--- src/rtl/trte_pkg.sv ---
// Package with the transaction types, codes and constants of the TFTP read transfer engine.
`default_nettype none

package trte_pkg;

  // One input event as it travels on the command channel.
  typedef struct packed {
    logic [2:0]  mode;
    logic [31:0] now_ms;
    logic [15:0] ack_number;
    logic        file_found;
    logic [31:0] file_bytes;
    logic        name_safe;
    logic [15:0] requested_block_size;
    logic        tsize_requested;
  } cmd_t;

  // One result as it travels on the action channel.
  typedef struct packed {
    logic [2:0]  action;
    logic [15:0] block_number;
    logic [31:0] byte_offset;
    logic [10:0] payload_length;
    logic [1:0]  error_code;
    logic [10:0] block_size_now;
    logic [31:0] total_bytes_sent;
    logic [1:0]  transfer_phase;
    logic        last_of_run;
  } act_t;

  // Configuration register values.
  typedef struct packed {
    logic [10:0] default_block_size;
    logic [15:0] timeout_ms;
    logic [3:0]  max_retries;
  } cfg_t;

  // Write request from the engine to the result queue.
  typedef struct packed {
    logic push;
    logic two;
  } qwr_t;

  localparam logic [2:0] MODE_TICK  = 3'd0;
  localparam logic [2:0] MODE_ACK   = 3'd1;
  localparam logic [2:0] MODE_RRQ   = 3'd2;
  localparam logic [2:0] MODE_WRQ   = 3'd3;
  localparam logic [2:0] MODE_ABORT = 3'd4;

  localparam logic [2:0] ACT_NONE      = 3'd0;
  localparam logic [2:0] ACT_SEND_DATA = 3'd1;
  localparam logic [2:0] ACT_SEND_OACK = 3'd2;
  localparam logic [2:0] ACT_SEND_ERR  = 3'd3;
  localparam logic [2:0] ACT_COMPLETE  = 3'd4;
  localparam logic [2:0] ACT_ABORTED   = 3'd5;

  localparam logic [1:0] ERR_NONE      = 2'd0;
  localparam logic [1:0] ERR_NOT_FOUND = 2'd1;
  localparam logic [1:0] ERR_ACCESS    = 2'd2;

  localparam logic [1:0] PHASE_IDLE = 2'd0;
  localparam logic [1:0] PHASE_XFER = 2'd1;
  localparam logic [1:0] PHASE_DONE = 2'd2;
  localparam logic [1:0] PHASE_ERR  = 2'd3;

  localparam int unsigned CFG_INDEX_W = 2;
  localparam int unsigned CFG_DATA_W  = 16;
  localparam logic [CFG_INDEX_W-1:0] CFG_DEFAULT_BLOCK_SIZE = 2'd0;
  localparam logic [CFG_INDEX_W-1:0] CFG_TIMEOUT_MS         = 2'd1;
  localparam logic [CFG_INDEX_W-1:0] CFG_MAX_RETRIES        = 2'd2;

  localparam logic [10:0] RST_DEFAULT_BLOCK_SIZE = 11'd512;
  localparam logic [15:0] RST_TIMEOUT_MS         = 16'd2000;
  localparam logic [3:0]  RST_MAX_RETRIES        = 4'd5;

  localparam logic [10:0] MIN_BLOCK_BYTES = 11'd8;

endpackage

`default_nettype wire

--- src/rtl/trte_in_stage.sv ---
// Input register of the TFTP read transfer engine: holds one command transaction.
`default_nettype none

module trte_in_stage
  import trte_pkg::*;
(
  input  wire logic clk,
  input  wire logic rst,
  input  wire logic cmd_valid,
  output logic      cmd_stall,
  input  wire cmd_t cmd,
  input  wire logic consume,
  output logic      full,
  output cmd_t      item
);

  logic take;

  assign cmd_stall = full && !consume;
  assign take      = cmd_valid && !cmd_stall;

  always_ff @(posedge clk) begin
    if (rst) begin
      full <= 1'b0;
    end else if (take) begin
      full <= 1'b1;
    end else if (consume) begin
      full <= 1'b0;
    end
  end

  always_ff @(posedge clk) begin
    if (take) begin
      item <= cmd;
    end
  end

endmodule

`default_nettype wire

--- src/rtl/trte_engine.sv ---
// Transfer state and the single-pass event and timeout logic of the TFTP read transfer engine.
`default_nettype none

module trte_engine
  import trte_pkg::*;
#(
  parameter int unsigned MAX_BLOCK_BYTES = 1468
) (
  input  wire logic clk,
  input  wire logic rst,
  input  wire cfg_t cfg,
  input  wire logic full,
  input  wire cmd_t item,
  input  wire logic can_load,
  output logic      consume,
  output qwr_t      wr,
  output act_t      r0,
  output act_t      r1
);

  localparam logic [16:0] MaxBlk = 17'(MAX_BLOCK_BYTES);

  // Transfer state
  logic        active;
  logic        oack;
  logic [15:0] cur_block;
  logic [10:0] neg_size;
  logic [31:0] fsize;
  logic [31:0] acked;
  logic [10:0] last_len;
  logic [31:0] last_time;
  logic [3:0]  retry;
  logic [1:0]  phase;

  // State after the event itself
  logic        active_a, oack_a;
  logic [15:0] block_a;
  logic [10:0] size_a, last_len_a;
  logic [31:0] fsize_a, acked_a;
  logic [3:0]  retry_a;
  logic [1:0]  phase_a;

  // State after the timeout check
  logic        active_next, oack_next;
  logic [3:0]  retry_next;
  logic [1:0]  phase_next;
  logic [10:0] last_len_next;
  logic [31:0] last_time_next;

  logic        ev_res, ev_data, ev_oack, ev_send, ev_has;
  logic [2:0]  ev_act;
  logic [1:0]  ev_err;
  logic        to_hit, to_data, to_oack;
  logic        req_ok;
  logic [10:0] eff_dflt;
  logic [31:0] elapsed, left;
  logic [10:0] len;
  act_t        ev_r, to_r;

  always_comb begin
    if (cfg.default_block_size < MIN_BLOCK_BYTES) begin
      eff_dflt = MIN_BLOCK_BYTES;
    end else if ({6'b0, cfg.default_block_size} > MaxBlk) begin
      eff_dflt = MaxBlk[10:0];
    end else begin
      eff_dflt = cfg.default_block_size;
    end
    req_ok = (item.requested_block_size >= 16'(MIN_BLOCK_BYTES)) &&
             ({1'b0, item.requested_block_size} <= MaxBlk);
  end

  always_comb begin
    active_a   = active;
    oack_a     = oack;
    block_a    = cur_block;
    size_a     = neg_size;
    fsize_a    = fsize;
    acked_a    = acked;
    last_len_a = last_len;
    retry_a    = retry;
    phase_a    = phase;
    ev_res     = 1'b0;
    ev_act     = ACT_NONE;
    ev_err     = ERR_NONE;
    ev_data    = 1'b0;
    ev_oack    = 1'b0;
    unique case (item.mode)
      MODE_ACK: begin
        if (active) begin
          if (item.ack_number == 16'd0 && oack) begin
            oack_a  = 1'b0;
            retry_a = 4'd0;
            ev_data = 1'b1;
          end else if (item.ack_number == cur_block) begin
            acked_a = acked + {21'b0, last_len};
            retry_a = 4'd0;
            if (last_len < neg_size) begin
              phase_a  = PHASE_DONE;
              active_a = 1'b0;
              ev_res   = 1'b1;
              ev_act   = ACT_COMPLETE;
            end else begin
              block_a = cur_block + 16'd1;
              ev_data = 1'b1;
            end
          end
        end
      end
      MODE_WRQ: begin
        ev_res = 1'b1;
        ev_act = ACT_SEND_ERR;
        ev_err = ERR_ACCESS;
      end
      MODE_RRQ: begin
        active_a = 1'b0;
        if (!item.name_safe) begin
          ev_res = 1'b1;
          ev_act = ACT_SEND_ERR;
          ev_err = ERR_ACCESS;
        end else if (!item.file_found) begin
          ev_res = 1'b1;
          ev_act = ACT_SEND_ERR;
          ev_err = ERR_NOT_FOUND;
        end else begin
          block_a    = 16'd1;
          fsize_a    = item.file_bytes;
          acked_a    = 32'd0;
          last_len_a = 11'd0;
          retry_a    = 4'd0;
          active_a   = 1'b1;
          size_a     = req_ok ? item.requested_block_size[10:0] : eff_dflt;
          phase_a    = PHASE_XFER;
          oack_a     = req_ok || item.tsize_requested;
          ev_oack    = req_ok || item.tsize_requested;
          ev_data    = !(req_ok || item.tsize_requested);
        end
      end
      MODE_ABORT: begin
        if (active) begin
          active_a = 1'b0;
          oack_a   = 1'b0;
          retry_a  = 4'd0;
          phase_a  = PHASE_IDLE;
          ev_res   = 1'b1;
          ev_act   = ACT_ABORTED;
        end
      end
      default: begin
      end
    endcase
  end

  always_comb begin
    // A send in the event itself restarts the timer, so no timeout can follow it.
    ev_send     = ev_data || ev_oack;
    ev_has      = ev_res || ev_send;
    elapsed     = item.now_ms - last_time;
    to_hit      = active_a && !ev_send && (elapsed > {16'b0, cfg.timeout_ms});
    active_next = active_a;
    oack_next   = oack_a;
    retry_next  = retry_a;
    phase_next  = phase_a;
    to_data     = 1'b0;
    to_oack     = 1'b0;
    if (to_hit) begin
      if (retry_a < cfg.max_retries) begin
        retry_next = retry_a + 4'd1;
        to_oack    = oack_a;
        to_data    = !oack_a;
      end else begin
        phase_next  = PHASE_ERR;
        active_next = 1'b0;
        oack_next   = 1'b0;
      end
    end

    left = (acked_a < fsize_a) ? fsize_a - acked_a : 32'd0;
    len  = (left < {21'b0, size_a}) ? left[10:0] : size_a;

    last_len_next  = (ev_data || to_data) ? len : last_len_a;
    last_time_next = (ev_send || to_data || to_oack) ? item.now_ms : last_time;

    ev_r.action           = ev_data ? ACT_SEND_DATA : (ev_oack ? ACT_SEND_OACK : ev_act);
    ev_r.block_number     = block_a;
    ev_r.byte_offset      = ev_data ? acked_a : 32'd0;
    ev_r.payload_length   = ev_data ? len : 11'd0;
    ev_r.error_code       = ev_err;
    ev_r.block_size_now   = size_a;
    ev_r.total_bytes_sent = acked_a;
    ev_r.transfer_phase   = phase_a;
    ev_r.last_of_run      = !to_hit;

    to_r.action           = to_data ? ACT_SEND_DATA : (to_oack ? ACT_SEND_OACK : ACT_ABORTED);
    to_r.block_number     = block_a;
    to_r.byte_offset      = to_data ? acked_a : 32'd0;
    to_r.payload_length   = to_data ? len : 11'd0;
    to_r.error_code       = ERR_NONE;
    to_r.block_size_now   = size_a;
    to_r.total_bytes_sent = acked_a;
    to_r.transfer_phase   = phase_next;
    to_r.last_of_run      = 1'b1;

    r0      = ev_has ? ev_r : to_r;
    r1      = to_r;
    consume = full && (!(ev_has || to_hit) || can_load);
    wr.push = consume && (ev_has || to_hit);
    wr.two  = ev_has && to_hit;
  end

  always_ff @(posedge clk) begin
    if (rst) begin
      active    <= 1'b0;
      oack      <= 1'b0;
      cur_block <= 16'd0;
      neg_size  <= 11'd0;
      fsize     <= 32'd0;
      acked     <= 32'd0;
      last_len  <= 11'd0;
      last_time <= 32'd0;
      retry     <= 4'd0;
      phase     <= PHASE_IDLE;
    end else if (consume) begin
      active    <= active_next;
      oack      <= oack_next;
      cur_block <= block_a;
      neg_size  <= size_a;
      fsize     <= fsize_a;
      acked     <= acked_a;
      last_len  <= last_len_next;
      last_time <= last_time_next;
      retry     <= retry_next;
      phase     <= phase_next;
    end
  end

  a_active_phase: assert property (@(posedge clk) disable iff (rst)
    active |-> (phase == PHASE_XFER))
    else $error("transfer active outside the transferring phase");

  a_pair_no_send_first: assert property (@(posedge clk) disable iff (rst)
    (wr.push && wr.two) |-> (r0.action != ACT_SEND_DATA && r0.action != ACT_SEND_OACK))
    else $error("a send was followed by a timeout result for the same event");

endmodule

`default_nettype wire

--- src/rtl/trte_out_queue.sv ---
// Two-slot result queue of the TFTP read transfer engine that drives the action channel.
`default_nettype none

module trte_out_queue
  import trte_pkg::*;
(
  input  wire logic clk,
  input  wire logic rst,
  input  wire qwr_t wr,
  input  wire act_t r0,
  input  wire act_t r1,
  output logic      can_load,
  output logic      act_valid,
  input  wire logic act_stall,
  output act_t      act
);

  logic [1:0] cnt;
  act_t       tail;
  logic       pop;

  assign act_valid = (cnt != 2'd0);
  assign pop       = act_valid && !act_stall;
  assign can_load  = (cnt == 2'd0) || (cnt == 2'd1 && pop);

  always_ff @(posedge clk) begin
    if (rst) begin
      cnt <= 2'd0;
    end else if (wr.push) begin
      cnt <= wr.two ? 2'd2 : 2'd1;
    end else if (pop) begin
      cnt <= cnt - 2'd1;
    end
  end

  always_ff @(posedge clk) begin
    if (wr.push) begin
      act  <= r0;
      tail <= r1;
    end else if (pop) begin
      act <= tail;
    end
  end

  a_push_room: assert property (@(posedge clk) disable iff (rst)
    wr.push |-> can_load)
    else $error("result pair written into an occupied queue");

  a_head_not_last: assert property (@(posedge clk) disable iff (rst)
    (cnt == 2'd2) |-> !act.last_of_run)
    else $error("head result marked last while a second result is queued");

endmodule

`default_nettype wire

--- src/rtl/tftp_read_transfer_engine_core.sv ---
// Top level of the TFTP read transfer engine: configuration registers and the three stages.
//
// The block is the sender side of a TFTP read transfer with block-size option
// acknowledgement. Software hands it one event per transaction on the command
// channel (cmd, cmd_valid, cmd_stall): a time tick, an ACK, a read request, a
// write request or an abort. For each event it returns zero, one or two result
// transactions on the action channel (act, act_valid, act_stall); the last one
// of an event carries last_of_run.
// An accepted event sits in an input register, where the whole event and
// timeout decision is made, and its results go into a two-slot output queue,
// which registers them before the first is offered on the action channel.
// Events whose results fit in the queue follow back to back; after an event
// with two results, a following event with results waits in the input
// register until the queue is down to its last result and that one is taken.
// When the receiver asserts act_stall, the queue holds its head result and
// fills up, after which cmd_stall rises; nothing is lost or reordered.
// Reset (rst, synchronous) clears the transfer state to idle, empties both
// stages and loads the configuration defaults. Configuration writes on the cfg
// channel are always taken (cfg_ready is tied high) and should only be made
// while no event is in flight.
`default_nettype none

module tftp_read_transfer_engine_core
  import trte_pkg::*;
#(
  parameter int unsigned MAX_BLOCK_BYTES = 1468
) (
  input  wire logic                   clk,
  input  wire logic                   rst,
  input  wire logic                   cmd_valid,
  output logic                        cmd_stall,
  input  wire cmd_t                   cmd,
  output logic                        act_valid,
  input  wire logic                   act_stall,
  output act_t                        act,
  input  wire logic                   cfg_valid,
  output logic                        cfg_ready,
  input  wire logic [CFG_INDEX_W-1:0] cfg_index,
  input  wire logic [CFG_DATA_W-1:0]  cfg_data
);

  cfg_t cfg;
  logic full;
  cmd_t item;
  logic consume;
  logic can_load;
  qwr_t wr;
  act_t r0;
  act_t r1;

  // Configuration registers: a write transaction completes in every cycle.
  assign cfg_ready = 1'b1;

  always_ff @(posedge clk) begin
    if (rst) begin
      cfg.default_block_size <= RST_DEFAULT_BLOCK_SIZE;
      cfg.timeout_ms         <= RST_TIMEOUT_MS;
      cfg.max_retries        <= RST_MAX_RETRIES;
    end else if (cfg_valid && cfg_ready) begin
      unique case (cfg_index)
        CFG_DEFAULT_BLOCK_SIZE: cfg.default_block_size <= cfg_data[10:0];
        CFG_TIMEOUT_MS:         cfg.timeout_ms         <= cfg_data;
        CFG_MAX_RETRIES:        cfg.max_retries        <= cfg_data[3:0];
        default: begin
        end
      endcase
    end
  end

  // Input register: one command transaction awaiting its decision.
  trte_in_stage u_in_stage (
    .clk       (clk),
    .rst       (rst),
    .cmd_valid (cmd_valid),
    .cmd_stall (cmd_stall),
    .cmd       (cmd),
    .consume   (consume),
    .full      (full),
    .item      (item)
  );

  // Transfer state and the event plus timeout decision for the held command.
  trte_engine #(
    .MAX_BLOCK_BYTES (MAX_BLOCK_BYTES)
  ) u_engine (
    .clk      (clk),
    .rst      (rst),
    .cfg      (cfg),
    .full     (full),
    .item     (item),
    .can_load (can_load),
    .consume  (consume),
    .wr       (wr),
    .r0       (r0),
    .r1       (r1)
  );

  // Result queue: up to two results of one event, issued one per cycle while act_stall is low.
  trte_out_queue u_out_queue (
    .clk       (clk),
    .rst       (rst),
    .wr        (wr),
    .r0        (r0),
    .r1        (r1),
    .can_load  (can_load),
    .act_valid (act_valid),
    .act_stall (act_stall),
    .act       (act)
  );

endmodule

`default_nettype wire
--- config.mk ---
export PLATFORM = sky130hd
export DESIGN_NAME = tftp_read_transfer_engine_core
export DESIGN_NICKNAME = d
export VERILOG_FILES = /design/src/rtl/trte_pkg.sv /design/src/rtl/trte_in_stage.sv /design/src/rtl/trte_engine.sv /design/src/rtl/trte_out_queue.sv /design/src/rtl/tftp_read_transfer_engine_core.sv
export SDC_FILE = /design/constraint.sdc
export NUM_CORES = 1
export LEC_CHECK = 0
export ABC_AREA = 1
export BUFFER_PORTS_ARGS = -buffer_cell sky130_fd_sc_hd__buf_2
export CORE_MARGIN = 1.5
export CORE_UTILIZATION = 55
export DETAILED_ROUTE_END_ITERATION = 12
export GPL_ROUTABILITY_DRIVEN = 1
export GPL_TIMING_DRIVEN = 0
export PLACE_DENSITY = 0.82
export SLEW_MARGIN = 25
export SYNTH_ARGS = -nofsm -noshare
export SYNTH_HDL_FRONTEND = slang
export SYNTH_SLANG_ARGS = --single-unit
export TNS_END_PERCENT = 10
--- constraint.sdc ---
create_clock -name clk -period 7.6 [get_ports clk]
set_input_delay 1.14 -clock clk [delete_from_list [all_inputs] [get_ports clk]]
set_output_delay 1.14 -clock clk [all_outputs]
set_load 0.05 [all_outputs]
Word-level counts from Yosys, hierarchy flattened
Cells that the tools add are included.

Logic and storage cells: 215. Output and inout bits: 113. Input port bits: 125. Bits in registers: 495.

Reduce and logical (&&, ||, !) cells: 42. Equal/unequal tests: 8. Multiplexer cells: 111. Magnitude comparators: 9. Add/sub/neg operators: 6.

Operator list (number): $mux 32 (11); $mux 110 (3); $mux 11 (13); $mux 16 (6); $pmux 32 s2 (1); $sub 32x32->32 (2); $mux 1 (36); $add 32x11->32 (1); $gt 32x16->1 (1); $lt 32x11->1 (1); $lt 32x32->1 (1); $mux 4 (8); $pmux 16 s2 (1); $mux 3 (10); $mux 2 (14); $add 16x1->16 const B (1); $eq 16x16->1 (1); $ge 16x4->1 const B (1); $le 16x11->1 const B (1); $logic_not 16->1 (1); $pmux 3 s4 (1); $pmux 4 s3 (1); $reduce_bool 2->1 (6); $gt 11x11->1 const B (1); 21 further kinds (53).

Depth between registers and ports, before layout
Word-level depth: 20. Depth in mapped cells: 42. Depth with buffers taken out: 40.

Cells and area by module
From an unflattened synthesis, not the netlist that was laid out.

Cells, all modules: 3618. Area total of the unflattened synthesis: 27985.6 um2.

Modules (own cells, without submodules): trte_engine (seq. area each 2842.7 um2, area each 15392.3 um2, instances 1, cells an instance 2718); trte_out_queue (seq. area each 6646.4 um2, area each 8192.9 um2, instances 1, cells an instance 602); trte_in_stage (seq. area each 3083.0 um2, area each 3109.2 um2, instances 1, cells an instance 109); tftp_read_transfer_engine_core (seq. area each 620.6 um2, area each 1291.2 um2, instances 1, cells an instance 189).

Worst setup path before layout
Ideal clock, no wire load.

Path type: reg2reg. From: register u_in_stage.item[67] (netlist name). To: register u_out_queue.act[0] (netlist name). Data required time: 6594 ps. Buffers on the path: 1. Cell stages (with the launch flop): 27. Arrival: 5051 ps. Slack: 1543 ps. Clock period less this slack: 6057 ps. Cells stage by stage: edfxtp_1 > inv_1 > ha_1 > inv_1 > fa_1 > nand2_1 > nand2_1 > nand2_1 > o21ai_2 > nand3_1 > nand2_1 > xor2_1 > ha_1 > nand2_1 > nor4_1 > nand3_1 > nand2_1 > nand2_1 > nor2_1 > nand2_1 > nor2_1 > nand3_1 > nand2_4 > nand2_4 > nand3_2 > buf_4 > nand2_1.

Longest elaborated chain between the ends: 9.

RTL lines: $sub 32x32->32 (*) (line trte_engine.sv:157) `elapsed = item.now_ms - last_time;`; $gt 32x16->1 (*) (line trte_engine.sv:158) `to_hit = active_a && !ev_send && (elapsed > {16'b0, cfg.timeout_ms});`; $logic_and 1x1->1 (*) (line trte_engine.sv:158); $logic_or 1x1->1 (*) (line trte_engine.sv:205, trte_engine.sv:206); $logic_not 1->1 (line trte_engine.sv:205) `consume = full && (!(ev_has || to_hit) || can_load);`; $logic_or 1x1->1 (line trte_engine.sv:205); $logic_and 1x1->1 (line trte_engine.sv:205); $logic_and 1x1->1 (*) (line trte_engine.sv:206) `wr.push = consume && (ev_has || to_hit);`; $reduce_bool 2->1 (no line) (*).

Every way passes the cells marked *; elsewhere a longest branch is shown, timed or not. A chain may end at the register's enable or synchronous reset.

Final worst setup path
From: register u_engine.last_len[0]. To: register u_out_queue.act[51] (netlist name).

Longest elaborated chain between the ends: 16.

RTL lines: from (decl) (line trte_engine.sv:30) `logic [10:0] last_len;`; from (signal assigned) (line trte_engine.sv:229) `last_len <= last_len_next;`; parallel branches: the longest is 15 deep, another holds $add 32x11->32; $mux 110 (*) (line trte_out_queue.sv:37) `if (wr.push) begin`.

Every way passes the cells marked *.

==> impl_metrics.tcl <==
set metrics [dict create \
    initial_core_util_pct 55.71 \
    synth-edff-count 319 \
    min_period_ps 7069 \
    route.detailed.drc 0 \
    clock-sinks 495 \
    area_delta_synth_final_pct 14.07 \
    final_common_cell "nand2_1" \
    nets 3786 \
    worstMarginPinSlew_ps 1059 \
    finClkSkew_ps 41.49 \
    path_max_fanout 10 \
    placed_cell_area_sq_um 28680 \
    synth_cell_types 52 \
    io_pins 238 \
    grt_pass1_vias 21700 \
    dpl.hpwl_mm 57.07 \
    fp.dieH_microns 222.9 \
    syn_area_per_cell_sq_um 8.187 \
    power.static_leakage_nw 13.19 \
    cp-start-kind "flip-flop" \
    fmax_mhz 141.5 \
    crit_type "flip-flop to flip-flop" \
    ys_top_cells_by_area "edfxtp_1 36%, dfxtp_1 13%, nand2_1 11%" \
    drt_first_pass_iters 7 \
    crit_start "u_engine.last_len[0]" \
    cts_tree "built" \
    viasPerCell 5.538 \
    clk_pin_slew_worst_paths_ps 60 \
    drv_cap 0 \
    synth-main-ff-cell "edfxtp_1" \
    track_usage_pct 29.73 \
    cts_root_buf "clkbuf_16" \
    rsz0062_at_grt "no" \
    min_path_type "flip-flop to flip-flop" \
    async_flop_share_pct 0 \
    port_buffers 236 \
    routed_wl_mm 74.31 \
    p_total_mw 8.085 \
    yosysSeqAreaShare_pct 49.26 \
    max_stage_delay_ps 500 \
    coreArea_sq_um 47750 \
    dp_cells 4104 \
    vdd_ir_drop_max_v 0.0002064 \
    synth_area_leader_cell "edfxtp_1" \
    dp_slack_ps 675.7 \
    antenna_found_initial 1 \
    numCtsBuffers 50 \
    yosys_warnings 0 \
    n_fill_cell 4020 \
    multi_input_comb_area_sq_um 11370 \
    status "complete, no violations" \
    synthesis.nets 3494 \
    fin_area_sq_um 30340 \
    cts.htree.levels 2 \
    finalHoldViolations 0 \
    synth_cells 3249 \
    syn_area_sq_um 26600 \
    clock_latency_ps 620 \
    power_density_nw_per_um2 266.5 \
    cts_buffer_depth 3 \
    cts-resized-gates 0 \
    ant_nets 0 \
    worstHoldStart "u_engine.fsize[15]" \
    worstReg2RegStart "u_engine.last_len[0]" \
    cts_hold_repair.buffers 0 \
    cp_slowest_cell "ha_1" \
    first_iter_violations 2131 \
    drive_gt1_share_pct 13.07 \
    grt_pass1_wl_mm 115.6 \
    worst_slack_ps 530.9 \
    vias 23241 \
    grt_max_degree 80 \
    ys_ff_latch 495 \
    cp.required_ps 7970 \
    post_cts_buffers 0 \
    routabilityCongestion 0.9784 \
    cp-end-kind "flip-flop" \
    grt_overflow_total 0 \
    relSlewSlack_pct 29.42 \
    drv_slew 0 \
    chipWidth_microns 222.9 \
    dieArea_sq_um 49690 \
    path_common_cell "nand2_1" \
    synth_top_area_share_pct 36.01 \
    fp-row-count 80 \
    arrival_ps 7440 \
    setup_viol 0 \
    layout_common_cells "796 x nand2_1, 404 x inv_1, 319 x edfxtp_1" \
    seq_area_sq_um 13100 \
    wl_per_cell_microns 17.71 \
    fin_cells 4197 \
    timing.final.crit_share_pct 93.01 \
]
## sequential cells by signal (all words and copies together) (netlist names)
register            count
u_out_queue.act       110
u_out_queue.tail      107
u_in_stage.item       102
u_engine.acked         32
u_engine.fsize         32
u_engine.last_time     32
cfg                    31
u_engine.cur_block     16
u_engine.last_len      11
u_engine.neg_size      11
u_engine.retry          4
u_engine.phase          2
u_out_queue.cnt         2
u_engine.active         1
u_engine.oack           1
u_in_stage.full         1
## worst max-delay path, delay by kind of cell, from the launching register on
kind	cells	cell delay, ps
DFF	1	400
adders and majority gates	4	1390
AOI/OAI and AO/OA	7	1280
buffers and inverters	4	770
and+or+nand+nor	18	2980
## layer usage
metal  share of wire, %  global-route usage (%)
met1                 43                   39.56
met5                  0                       0
met3                7.5                   4.689
met2                 47                   49.66
met4                3.3                   9.963
## path summary, 6_finish.rpt
check | end | slack, ps | cells past startpoint
worst max-delay path | u_out_queue.act[51] | 530 | 33
worst min-delay path | u_engine.fsize[15] | 440 | 2
worst max register to register | u_out_queue.act[51] | 530 | 33
worst min register to register | u_engine.fsize[15] | 440 | 2
## synthesized netlist by cell type (all sizes together), types with 34 or more instances
master,count
dfxtp,176
inv,431
nand2,808
nor3,44
ha,117
a21oi,228
nand4,37
o21ai,369
nand3,156
edfxtp,319
xor2,34
clkbuf,56
buf,49
nor2,313
## logic make-up after synthesis
group	count (synthesis)	synth area share [%]
AO/OA/AOI/OAI	662	13.69
buffers and inverters	536	8.039
flip-flops	495	49.26
XOR/XNOR	46	1.515
other	1	0.01410
AND/OR/NAND/NOR	1386	21.63
multiplexers	3	0.1129
adder cells (fa/ha/maj)	120	5.730
## stage by stage
stage	hold WS [ps]	util, %	TNS (ps)
finish	443.4	63.55	0
global route	459.1	63.55	0
CTS	447.0	63.53	0
detailed placement	439.5	60.07	0
global placement	433.5	59.79	-26140
floorplan	424.5	-	0
## cell type report
type	count	share of cell area, %
flip-flops and latches	495	43.19
multi-input cells	2218	37.47
inverters	431	5.349
clock buffers	69	4.623
repair buffers	240	4.256
well taps	615	2.536
plain buffers	105	1.740
clock inverters	23	0.8289
diodes	1	0.008248
## power by group
part	switching, mW	leakage, nW	internal, mW
sequential	0.112	4.47	3.16
clock	1.04	0.807	1.43
combinational	1.68	7.91	0.656
Power figures use the tool's default switching activity.
